## src/sv/apt_pkg.sv

```systemverilog
// Shared types and fixed constants of the absolute pointer tracker.
// No dependencies; imported by every module of the block except apt_queue.
package apt_pkg;

  // Request kinds carried by req_type.
  typedef enum logic {
    REQ_REPORT = 1'b0,
    REQ_READ   = 1'b1
  } req_kind_t;

  // Configuration register indexes.
  localparam int unsigned CFG_IDX_W = 1;
  localparam logic [CFG_IDX_W-1:0] REG_SCREEN_WIDTH  = 1'b0;
  localparam logic [CFG_IDX_W-1:0] REG_SCREEN_HEIGHT = 1'b1;

  // Reset screen size in pixels.
  localparam int unsigned RESET_WIDTH  = 1024;
  localparam int unsigned RESET_HEIGHT = 768;

  // Fixed field widths.
  localparam int unsigned BTN_W   = 3;
  localparam int unsigned WHEEL_W = 8;

  // Button bits.
  localparam logic [BTN_W-1:0] BTN_LEFT   = 3'b001;
  localparam logic [BTN_W-1:0] BTN_RIGHT  = 3'b010;
  localparam logic [BTN_W-1:0] BTN_MIDDLE = 3'b100;
  localparam logic [BTN_W-1:0] BTN_MASK   = BTN_LEFT | BTN_RIGHT | BTN_MIDDLE;

endpackage

```

## src/sv/absolute_pointer_tracker.sv

```systemverilog
// Top level of the absolute pointer tracker: front end, queue, back end.
// Depends on apt_pkg, apt_front, apt_queue and apt_back.
//
// Maps absolute tablet words onto a screen pointer. A report word (req_type
// 0) scales x and y to the screen size as (coord * size) >> COORD_BITS,
// clamps to size-1 and records the movement, held buttons, newly pressed
// buttons and wheel; its result word is the new state. A read word
// (req_type 1) returns the stored state and then clears deltas, clicks and
// scroll. Every input word gives exactly one result word, through the queue
// register and then the output register. One word per cycle is sustained
// while the output is not stalled: scale multiply and clamp sit in the front
// end, state update and output register in the back end, with a two-entry
// queue between so in_stall only rises once the queue is full behind a
// stalled output. Screen size registers are written via cfg_we/cfg_index/
// cfg_wdata; the user must do so only while the block is idle, which the
// block does not enforce. Size 0 acts as 1, sizes above 2^SCREEN_BITS as
// 2^SCREEN_BITS. After reset the pointer is centred on a 1024 x 768 screen.
module absolute_pointer_tracker import apt_pkg::*; #(
  parameter int unsigned COORD_BITS  = 15,
  parameter int unsigned SCREEN_BITS = 12
) (
  input  logic                         clk,
  input  logic                         rst_n,
  // configuration
  input  logic                         cfg_we,
  input  logic [CFG_IDX_W-1:0]         cfg_index,
  input  logic [SCREEN_BITS:0]         cfg_wdata,
  // input words
  input  logic                         in_valid,
  output logic                         in_stall,
  input  logic                         in_req_type,
  input  logic [COORD_BITS-1:0]        in_abs_x,
  input  logic [COORD_BITS-1:0]        in_abs_y,
  input  logic [BTN_W-1:0]             in_button_bits,
  input  logic signed [WHEEL_W-1:0]    in_wheel,
  // result words
  output logic                         out_valid,
  input  logic                         out_stall,
  output logic [SCREEN_BITS-1:0]       out_pos_x,
  output logic [SCREEN_BITS-1:0]       out_pos_y,
  output logic signed [SCREEN_BITS:0]  out_delta_x,
  output logic signed [SCREEN_BITS:0]  out_delta_y,
  output logic [BTN_W-1:0]             out_held_buttons,
  output logic [BTN_W-1:0]             out_click_flags,
  output logic signed [WHEEL_W-1:0]    out_scroll
);

  // kind, scaled x and y, buttons, wheel
  localparam int unsigned ENTRY_W = 1 + 2 * SCREEN_BITS + BTN_W + WHEEL_W;
  localparam int unsigned Q_DEPTH = 2;

  logic [ENTRY_W-1:0] fe_entry;
  logic [ENTRY_W-1:0] q_head;
  logic               q_full;
  logic               q_not_empty;
  logic               q_pop;

  // front end: combinational scale/clamp feeding the queue register
  apt_front #(
    .COORD_BITS  (COORD_BITS),
    .SCREEN_BITS (SCREEN_BITS),
    .ENTRY_W     (ENTRY_W)
  ) u_front (
    .clk         (clk),
    .rst_n       (rst_n),
    .cfg_we      (cfg_we),
    .cfg_index   (cfg_index),
    .cfg_wdata   (cfg_wdata),
    .req_type    (in_req_type),
    .abs_x       (in_abs_x),
    .abs_y       (in_abs_y),
    .button_bits (in_button_bits),
    .wheel       (in_wheel),
    .entry       (fe_entry)
  );

  // the queue full flag is registered, so in_stall never depends on in_valid
  assign in_stall = q_full;

  apt_queue #(
    .WIDTH (ENTRY_W),
    .DEPTH (Q_DEPTH)
  ) u_queue (
    .clk       (clk),
    .rst_n     (rst_n),
    .push      (in_valid),
    .push_data (fe_entry),
    .full      (q_full),
    .pop       (q_pop),
    .not_empty (q_not_empty),
    .head_data (q_head)
  );

  // back end: pointer state and output register
  apt_back #(
    .SCREEN_BITS (SCREEN_BITS),
    .ENTRY_W     (ENTRY_W)
  ) u_back (
    .clk              (clk),
    .rst_n            (rst_n),
    .q_not_empty      (q_not_empty),
    .q_data           (q_head),
    .q_pop            (q_pop),
    .out_valid        (out_valid),
    .out_stall        (out_stall),
    .out_pos_x        (out_pos_x),
    .out_pos_y        (out_pos_y),
    .out_delta_x      (out_delta_x),
    .out_delta_y      (out_delta_y),
    .out_held_buttons (out_held_buttons),
    .out_click_flags  (out_click_flags),
    .out_scroll       (out_scroll)
  );

endmodule

```

## src/sv/apt_front.sv

```systemverilog
// Front end: holds the screen size registers, classifies each incoming word
// and scales report coordinates to screen pixels. Depends on apt_pkg.
module apt_front import apt_pkg::*; #(
  parameter int unsigned COORD_BITS  = 15,
  parameter int unsigned SCREEN_BITS = 12,
  parameter int unsigned ENTRY_W     = 1 + 2 * SCREEN_BITS + BTN_W + WHEEL_W
) (
  input  logic                        clk,
  input  logic                        rst_n,
  input  logic                        cfg_we,
  input  logic [CFG_IDX_W-1:0]        cfg_index,
  input  logic [SCREEN_BITS:0]        cfg_wdata,
  input  logic                        req_type,
  input  logic [COORD_BITS-1:0]       abs_x,
  input  logic [COORD_BITS-1:0]       abs_y,
  input  logic [BTN_W-1:0]            button_bits,
  input  logic signed [WHEEL_W-1:0]   wheel,
  output logic [ENTRY_W-1:0]          entry
);

  localparam int unsigned SIZE_MAX = 1 << SCREEN_BITS;
  localparam int unsigned RST_W = (RESET_WIDTH  > SIZE_MAX) ? SIZE_MAX : RESET_WIDTH;
  localparam int unsigned RST_H = (RESET_HEIGHT > SIZE_MAX) ? SIZE_MAX : RESET_HEIGHT;
  localparam int unsigned PROD_W = COORD_BITS + SCREEN_BITS + 1;

  typedef struct packed {
    req_kind_t                 kind;
    logic [SCREEN_BITS-1:0]    nx;
    logic [SCREEN_BITS-1:0]    ny;
    logic [BTN_W-1:0]          btn;
    logic [WHEEL_W-1:0]        wheel;
  } entry_t;

  logic [SCREEN_BITS:0] width_r;
  logic [SCREEN_BITS:0] height_r;
  entry_t               ent;

  // (coord * size) >> COORD_BITS, clamped to size-1; size 0 acts as 1,
  // sizes past full scale act as full scale.
  function automatic logic [SCREEN_BITS-1:0] scale_axis(
    input logic [COORD_BITS-1:0]  coord,
    input logic [SCREEN_BITS:0]   reg_val
  );
    logic [SCREEN_BITS:0] size;
    logic [PROD_W-1:0]    prod;
    logic [SCREEN_BITS:0] v;
    if (reg_val == '0) begin
      size = (SCREEN_BITS+1)'(1);
    end else if (reg_val > (SCREEN_BITS+1)'(SIZE_MAX)) begin
      size = (SCREEN_BITS+1)'(SIZE_MAX);
    end else begin
      size = reg_val;
    end
    prod = PROD_W'(coord) * PROD_W'(size);
    v    = prod[PROD_W-1:COORD_BITS];
    if (v >= size) begin
      v = size - (SCREEN_BITS+1)'(1);
    end
    return v[SCREEN_BITS-1:0];
  endfunction

  always_ff @(posedge clk) begin
    if (!rst_n) begin
      width_r  <= (SCREEN_BITS+1)'(RST_W);
      height_r <= (SCREEN_BITS+1)'(RST_H);
    end else if (cfg_we) begin
      unique case (cfg_index)
        REG_SCREEN_WIDTH:  width_r  <= cfg_wdata;
        REG_SCREEN_HEIGHT: height_r <= cfg_wdata;
        default: ;
      endcase
    end
  end

  always_comb begin
    ent.kind  = req_kind_t'(req_type);
    ent.nx    = scale_axis(abs_x, width_r);
    ent.ny    = scale_axis(abs_y, height_r);
    ent.btn   = button_bits & BTN_MASK;
    ent.wheel = wheel;
  end

  assign entry = ENTRY_W'(ent);

endmodule

```

## src/sv/apt_queue.sv

```systemverilog
// Short register FIFO between front and back end.
// Generic payload width; no package dependencies.
module apt_queue #(
  parameter int unsigned WIDTH = 8,
  parameter int unsigned DEPTH = 2
) (
  input  logic             clk,
  input  logic             rst_n,
  input  logic             push,
  input  logic [WIDTH-1:0] push_data,
  output logic             full,
  input  logic             pop,
  output logic             not_empty,
  output logic [WIDTH-1:0] head_data
);

  localparam int unsigned AW = (DEPTH > 1) ? $clog2(DEPTH) : 1;
  localparam int unsigned CW = $clog2(DEPTH + 1);

  logic [WIDTH-1:0] mem_r [DEPTH];
  logic [AW-1:0]    wr_ptr_r, wr_ptr_nxt;
  logic [AW-1:0]    rd_ptr_r, rd_ptr_nxt;
  logic [CW-1:0]    count_r, count_nxt;
  logic             do_push, do_pop;

  assign full      = (count_r == CW'(DEPTH));
  assign not_empty = (count_r != '0);
  assign do_push   = push && !full;
  assign do_pop    = pop && not_empty;
  assign head_data = mem_r[rd_ptr_r];

  always_comb begin
    wr_ptr_nxt = wr_ptr_r;
    rd_ptr_nxt = rd_ptr_r;
    count_nxt  = count_r;
    if (do_push) begin
      wr_ptr_nxt = (wr_ptr_r == AW'(DEPTH - 1)) ? '0 : wr_ptr_r + AW'(1);
    end
    if (do_pop) begin
      rd_ptr_nxt = (rd_ptr_r == AW'(DEPTH - 1)) ? '0 : rd_ptr_r + AW'(1);
    end
    if (do_push && !do_pop) begin
      count_nxt = count_r + CW'(1);
    end else if (do_pop && !do_push) begin
      count_nxt = count_r - CW'(1);
    end
  end

  always_ff @(posedge clk) begin
    if (!rst_n) begin
      wr_ptr_r <= '0;
      rd_ptr_r <= '0;
      count_r  <= '0;
    end else begin
      wr_ptr_r <= wr_ptr_nxt;
      rd_ptr_r <= rd_ptr_nxt;
      count_r  <= count_nxt;
    end
  end

  always_ff @(posedge clk) begin
    if (do_push) begin
      mem_r[wr_ptr_r] <= push_data;
    end
  end

endmodule

```

## src/sv/apt_back.sv

```systemverilog
// Back end: pointer state, button edge detection and the output register.
// Depends on apt_pkg.
module apt_back import apt_pkg::*; #(
  parameter int unsigned SCREEN_BITS = 12,
  parameter int unsigned ENTRY_W     = 1 + 2 * SCREEN_BITS + BTN_W + WHEEL_W
) (
  input  logic                         clk,
  input  logic                         rst_n,
  input  logic                         q_not_empty,
  input  logic [ENTRY_W-1:0]           q_data,
  output logic                         q_pop,
  output logic                         out_valid,
  input  logic                         out_stall,
  output logic [SCREEN_BITS-1:0]       out_pos_x,
  output logic [SCREEN_BITS-1:0]       out_pos_y,
  output logic signed [SCREEN_BITS:0]  out_delta_x,
  output logic signed [SCREEN_BITS:0]  out_delta_y,
  output logic [BTN_W-1:0]             out_held_buttons,
  output logic [BTN_W-1:0]             out_click_flags,
  output logic signed [WHEEL_W-1:0]    out_scroll
);

  localparam int unsigned POS_MOD = 1 << SCREEN_BITS;
  localparam int unsigned RST_X   = (RESET_WIDTH / 2) % POS_MOD;
  localparam int unsigned RST_Y   = (RESET_HEIGHT / 2) % POS_MOD;

  typedef struct packed {
    req_kind_t                 kind;
    logic [SCREEN_BITS-1:0]    nx;
    logic [SCREEN_BITS-1:0]    ny;
    logic [BTN_W-1:0]          btn;
    logic [WHEEL_W-1:0]        wheel;
  } entry_t;

  entry_t                 ent;
  logic [SCREEN_BITS-1:0] cur_x_r, cur_y_r;
  logic [SCREEN_BITS:0]   dx_r, dy_r, dx_new, dy_new;
  logic [BTN_W-1:0]       held_r, clicks_r, clicks_new;
  logic [WHEEL_W-1:0]     scroll_r;
  logic                   out_valid_r;
  logic [SCREEN_BITS-1:0] o_x_r, o_y_r;
  logic [SCREEN_BITS:0]   o_dx_r, o_dy_r;
  logic [BTN_W-1:0]       o_held_r, o_clicks_r;
  logic [WHEEL_W-1:0]     o_scroll_r;

  assign ent   = entry_t'(q_data);
  assign q_pop = q_not_empty && (!out_valid_r || !out_stall);

  // movement wraps to delta width
  assign dx_new     = {1'b0, ent.nx} - {1'b0, cur_x_r};
  assign dy_new     = {1'b0, ent.ny} - {1'b0, cur_y_r};
  assign clicks_new = ent.btn & ~held_r;

  // control state
  always_ff @(posedge clk) begin
    if (!rst_n) begin
      out_valid_r <= 1'b0;
      cur_x_r     <= SCREEN_BITS'(RST_X);
      cur_y_r     <= SCREEN_BITS'(RST_Y);
      dx_r        <= '0;
      dy_r        <= '0;
      held_r      <= '0;
      clicks_r    <= '0;
      scroll_r    <= '0;
    end else begin
      if (q_pop) begin
        out_valid_r <= 1'b1;
      end else if (!out_stall) begin
        out_valid_r <= 1'b0;
      end
      if (q_pop) begin
        unique case (ent.kind)
          REQ_REPORT: begin
            cur_x_r  <= ent.nx;
            cur_y_r  <= ent.ny;
            dx_r     <= dx_new;
            dy_r     <= dy_new;
            held_r   <= ent.btn;
            clicks_r <= clicks_new;
            scroll_r <= ent.wheel;
          end
          REQ_READ: begin
            dx_r     <= '0;
            dy_r     <= '0;
            clicks_r <= '0;
            scroll_r <= '0;
          end
          default: ;
        endcase
      end
    end
  end

  // output word; a read shows the state before clearing
  always_ff @(posedge clk) begin
    if (q_pop) begin
      unique case (ent.kind)
        REQ_REPORT: begin
          o_x_r      <= ent.nx;
          o_y_r      <= ent.ny;
          o_dx_r     <= dx_new;
          o_dy_r     <= dy_new;
          o_held_r   <= ent.btn;
          o_clicks_r <= clicks_new;
          o_scroll_r <= ent.wheel;
        end
        REQ_READ: begin
          o_x_r      <= cur_x_r;
          o_y_r      <= cur_y_r;
          o_dx_r     <= dx_r;
          o_dy_r     <= dy_r;
          o_held_r   <= held_r;
          o_clicks_r <= clicks_r;
          o_scroll_r <= scroll_r;
        end
        default: ;
      endcase
    end
  end

  assign out_valid        = out_valid_r;
  assign out_pos_x        = o_x_r;
  assign out_pos_y        = o_y_r;
  assign out_delta_x      = $signed(o_dx_r);
  assign out_delta_y      = $signed(o_dy_r);
  assign out_held_buttons = o_held_r;
  assign out_click_flags  = o_clicks_r;
  assign out_scroll       = $signed(o_scroll_r);

endmodule

```

## config.mk

```make
export PLATFORM = sky130hd
export DESIGN_NAME = absolute_pointer_tracker
export DESIGN_NICKNAME = d
export VERILOG_FILES = /design/src/sv/apt_pkg.sv /design/src/sv/absolute_pointer_tracker.sv /design/src/sv/apt_front.sv /design/src/sv/apt_queue.sv /design/src/sv/apt_back.sv
export SDC_FILE = /design/constraint.sdc
export NUM_CORES = 1
export LEC_CHECK = 0
export ABC_AREA = 0
export ABC_CLOCK_PERIOD_IN_PS = 10100
export BUFFER_PORTS_ARGS = -buffer_cell sky130_fd_sc_hd__buf_2
export CORE_MARGIN = 3
export CORE_UTILIZATION = 48
export DETAILED_ROUTE_END_ITERATION = 6
export GPL_ROUTABILITY_DRIVEN = 1
export PLACE_DENSITY = 0.65
export SETUP_SLACK_MARGIN = 0.15
export SYNTH_ARGS = -nofsm -noshare
export SYNTH_HDL_FRONTEND = slang
export SYNTH_HIERARCHICAL = 1
export SYNTH_SLANG_ARGS = --single-unit
```

## constraint.sdc

```tcl
create_clock -name clk -period 10.1 [get_ports clk]
set_input_delay 3.03 -clock clk [delete_from_list [all_inputs] [get_ports clk]]
set_output_delay 3.03 -clock clk [all_outputs]
set_load 0.05 [all_outputs]
```

==> run metrics <==
routed length per instance 17.4 µm; pwr/cell area 239 nW/µm²; clk sinks 232; Cells after Synth 2434; initial antenna violation count 3; Worst EP arrival 9.64 ns; Synth async-reset ratio 0%; Fin Hold WS 0.452 ns; Critical Path Slowest Stage Cell fa_1; ANT nets after route 0; drc violations 0; Post-Syn Area per Cell 9.74 µm²; Yosys top cell area share 24.2%; Commonest cells post-synth nand2_1 (370), inv_1 (356), fa_1 (286); Top delay family on crit path adder cells; final clock skew 0.0176 ns; hold crit path type flop to flop; relative slew slack 18.9%; initial core utilization 49.1%; fin nets 3028; register bit total from synthesis 232; max incr delay on CP 0.54 ns; setup TNS 0 ns; cts repair resizes 0; global placer's final weighted congestion 0.883; hold path startpoint u_back/dy_r[8]; Post-DP HPWL 42.0 mm; DR vias/cell 5.30; H-Tree Depth 1; total power 0.00613 W; gr usage total 21.3%; cell repeated most along the worst path fa_1; Routed met1 length 26.6 mm; kind of critical path input pin to flop; Clock Pin Slew Worst Setup and Hold Paths 0.06 ns; Root Driver clkbuf_16; first-pass GRT wire length 91.7 mm; fin crit share 92.7%; total grt overflow 0; Post-synth EDFFs 136; Peak VDD IR 0.000140 V; # IOs 127; Yosys Warn Count 6; worst flop-to-flop path startpoint u_front/height_r[12]; routed via count 16800; worst reg2reg setup slack 2.09 ns; most frequent cell after synthesis nand2_1; Synth Flop Type edfxtp_1; die area 52100 µm²; fmax 107 MHz; port bufs 126; core box area 48200 µm²; Final Hold Vio Count 0; final setup violation count 0; metal3 WL 3.12 mm; nature of the critical path endpoint flop; fin. max-slew vios 0; CP max FO 13; die width 228 µm; Critical R2R Capture u_queue/mem_r[0][16]; hold_buf cts 0; clock latency at the later pin of the worst-skew pair 0.53 ns; R2R cell count 29; dpl cells 3118; highest routed layer met4; Netlist Area Pre-Place 23700 µm²; post-route insts no fill 3166; syn nets 2972; # diodes 0; Pre-antenna DRT Iters 5; DRT Wirelength 55.1 mm; Synth cell types 90; Post-Place Cell Area 24800 µm²; final critical-path required period 9.37 ns; post-route cell area 25700 µm²; Post-CTS Setup Inserts 0; Max Root-Sink Buffers 3; vias in the first global route 17700; DRT iter0 DRCs 854; max-cap viol count 0; Worst Hold End u_back/dy_r[8]; CTS tree yes; Worst Setup Start Kind input pin; leading cell types by total area after synthesis fa_1 (24%), edfxtp_1 (17%), ha_1 (10%); FP Rows 80; slew at the pin closest to its max-slew limit 1.21 ns; DIE HEIGHT 228 µm; leading area contributor after synthesis fa_1; metal2 WL 24.7 mm; sequential share of the synthesized area 25.3%; pin count of the biggest net entering global routing 87; worst path required time 10.37 ns; Inserted Clock Buffers 26; Pleak 11.7 nW; Hold Path Depth 2; fill cell count 4390; Area growth syn-to-layout 8.35%; fraction of layout cells with a size suffix above 1 13.5%; RSZ-0062 raised after global routing false; status completed; Buf+Inv Stages, Crit Path 6
[per-layer routing]
layer / track usage (%) / vias up
met5: 0 / -
met4: 3.41 / 0
met3: 3.22 / 54
met2: 34.4 / 419
met1: 31.2 / 8345
li1: - / 7957
[sequential cells by signal, summed over array words and instances, names as in the netlist, 13 cells and up, named ones only]
signal              flops
u_back/dy_r            13
u_back/dx_r            13
u_back/out_delta_x     13
u_front/width_r        13
u_queue/mem_r          72
u_back/out_delta_y     13
u_front/height_r       13
[worst max path at each step]
stage / cells past startpoint / startpoint / end / slack [ns]
after floorplan: 28 / in_abs_x[7] / u_queue/mem_r[0][24] / 0.69
after global placement: 28 / in_abs_y[12] / u_queue/mem_r[1][21] / 0.38
after detailed placement: 26 / in_abs_y[6] / u_queue/mem_r[0][21] / 0.28
after CTS: 26 / in_abs_y[6] / u_queue/mem_r[0][21] / 0.81
after global routing: 28 / in_abs_y[12] / u_queue/mem_r[0][21] / 0.34
final: 27 / in_abs_y[6] / u_queue/mem_r[0][16] / 0.73
[report_power, final]
part | switching, W | internal [W] | total, W
clock | 0.000367 | 0.000563 | 0.000930
combinational | 0.00232 | 0.00130 | 0.00362
sequential | 0.000102 | 0.00148 | 0.00158
total | 0.00279 | 0.00334 | 0.00613
[metrics by stage]
stage / util [%] / worst slack [ns]
floorplan: - / 0.690
global placement: 51.4 / 0.375
detailed placement: 51.4 / 0.284
CTS: 53.2 / 0.813
global route: 53.2 / 0.335
finish: 53.2 / 0.735
[cells in the final DEF (no fill, tap or decap), types with 27 or more instances in the layout]
cell type	instances
a21boi_0	37
a21oi_1	54
and2_1	208
buf_2	126
buf_4	27
clkbuf_16	27
dfxtp_1	95
edfxtp_1	136
fa_1	286
ha_1	191
inv_1	356
mux2_2	88
nand2_1	370
nor2_1	60
nor2b_1	36
o21ai_0	38
xnor2_1	42
[cell families (layout without fill, tap and decap cells)]
kind of cell / count (synthesis) / in the layout / share of synthesized area [%]
and+or+nand+nor: 801 / 801 / 16.8
buffers and inverters: 484 / 560 / 8.06
adders and majority gates: 477 / 477 / 34.2
AOI/OAI and AO/OA: 292 / 292 / 9.05
DFF: 232 / 232 / 25.3
muxes: 92 / 92 / 4.35
xor gates and xnor gates: 56 / 56 / 2.10
[area by class of cell]
type,count,area [µm²],area share (%)
Timing Repair Buffer,153,833,3.25
Clock buffer,37,743,2.89
Multi-Input combinational cell,1718,15800,61.6
Inverter,359,1350,5.26
Clock inverter,11,113,0.439
Tap cell,656,821,3.20
Sequential cell,232,6010,23.4
[worst min-delay path, cell delays in order (launching register included)]
cell,delay [ns]
dfxtp_1,0.32
nand2_1,0.05
o31ai_1,0.05
(Power assumes the default switching activity.)
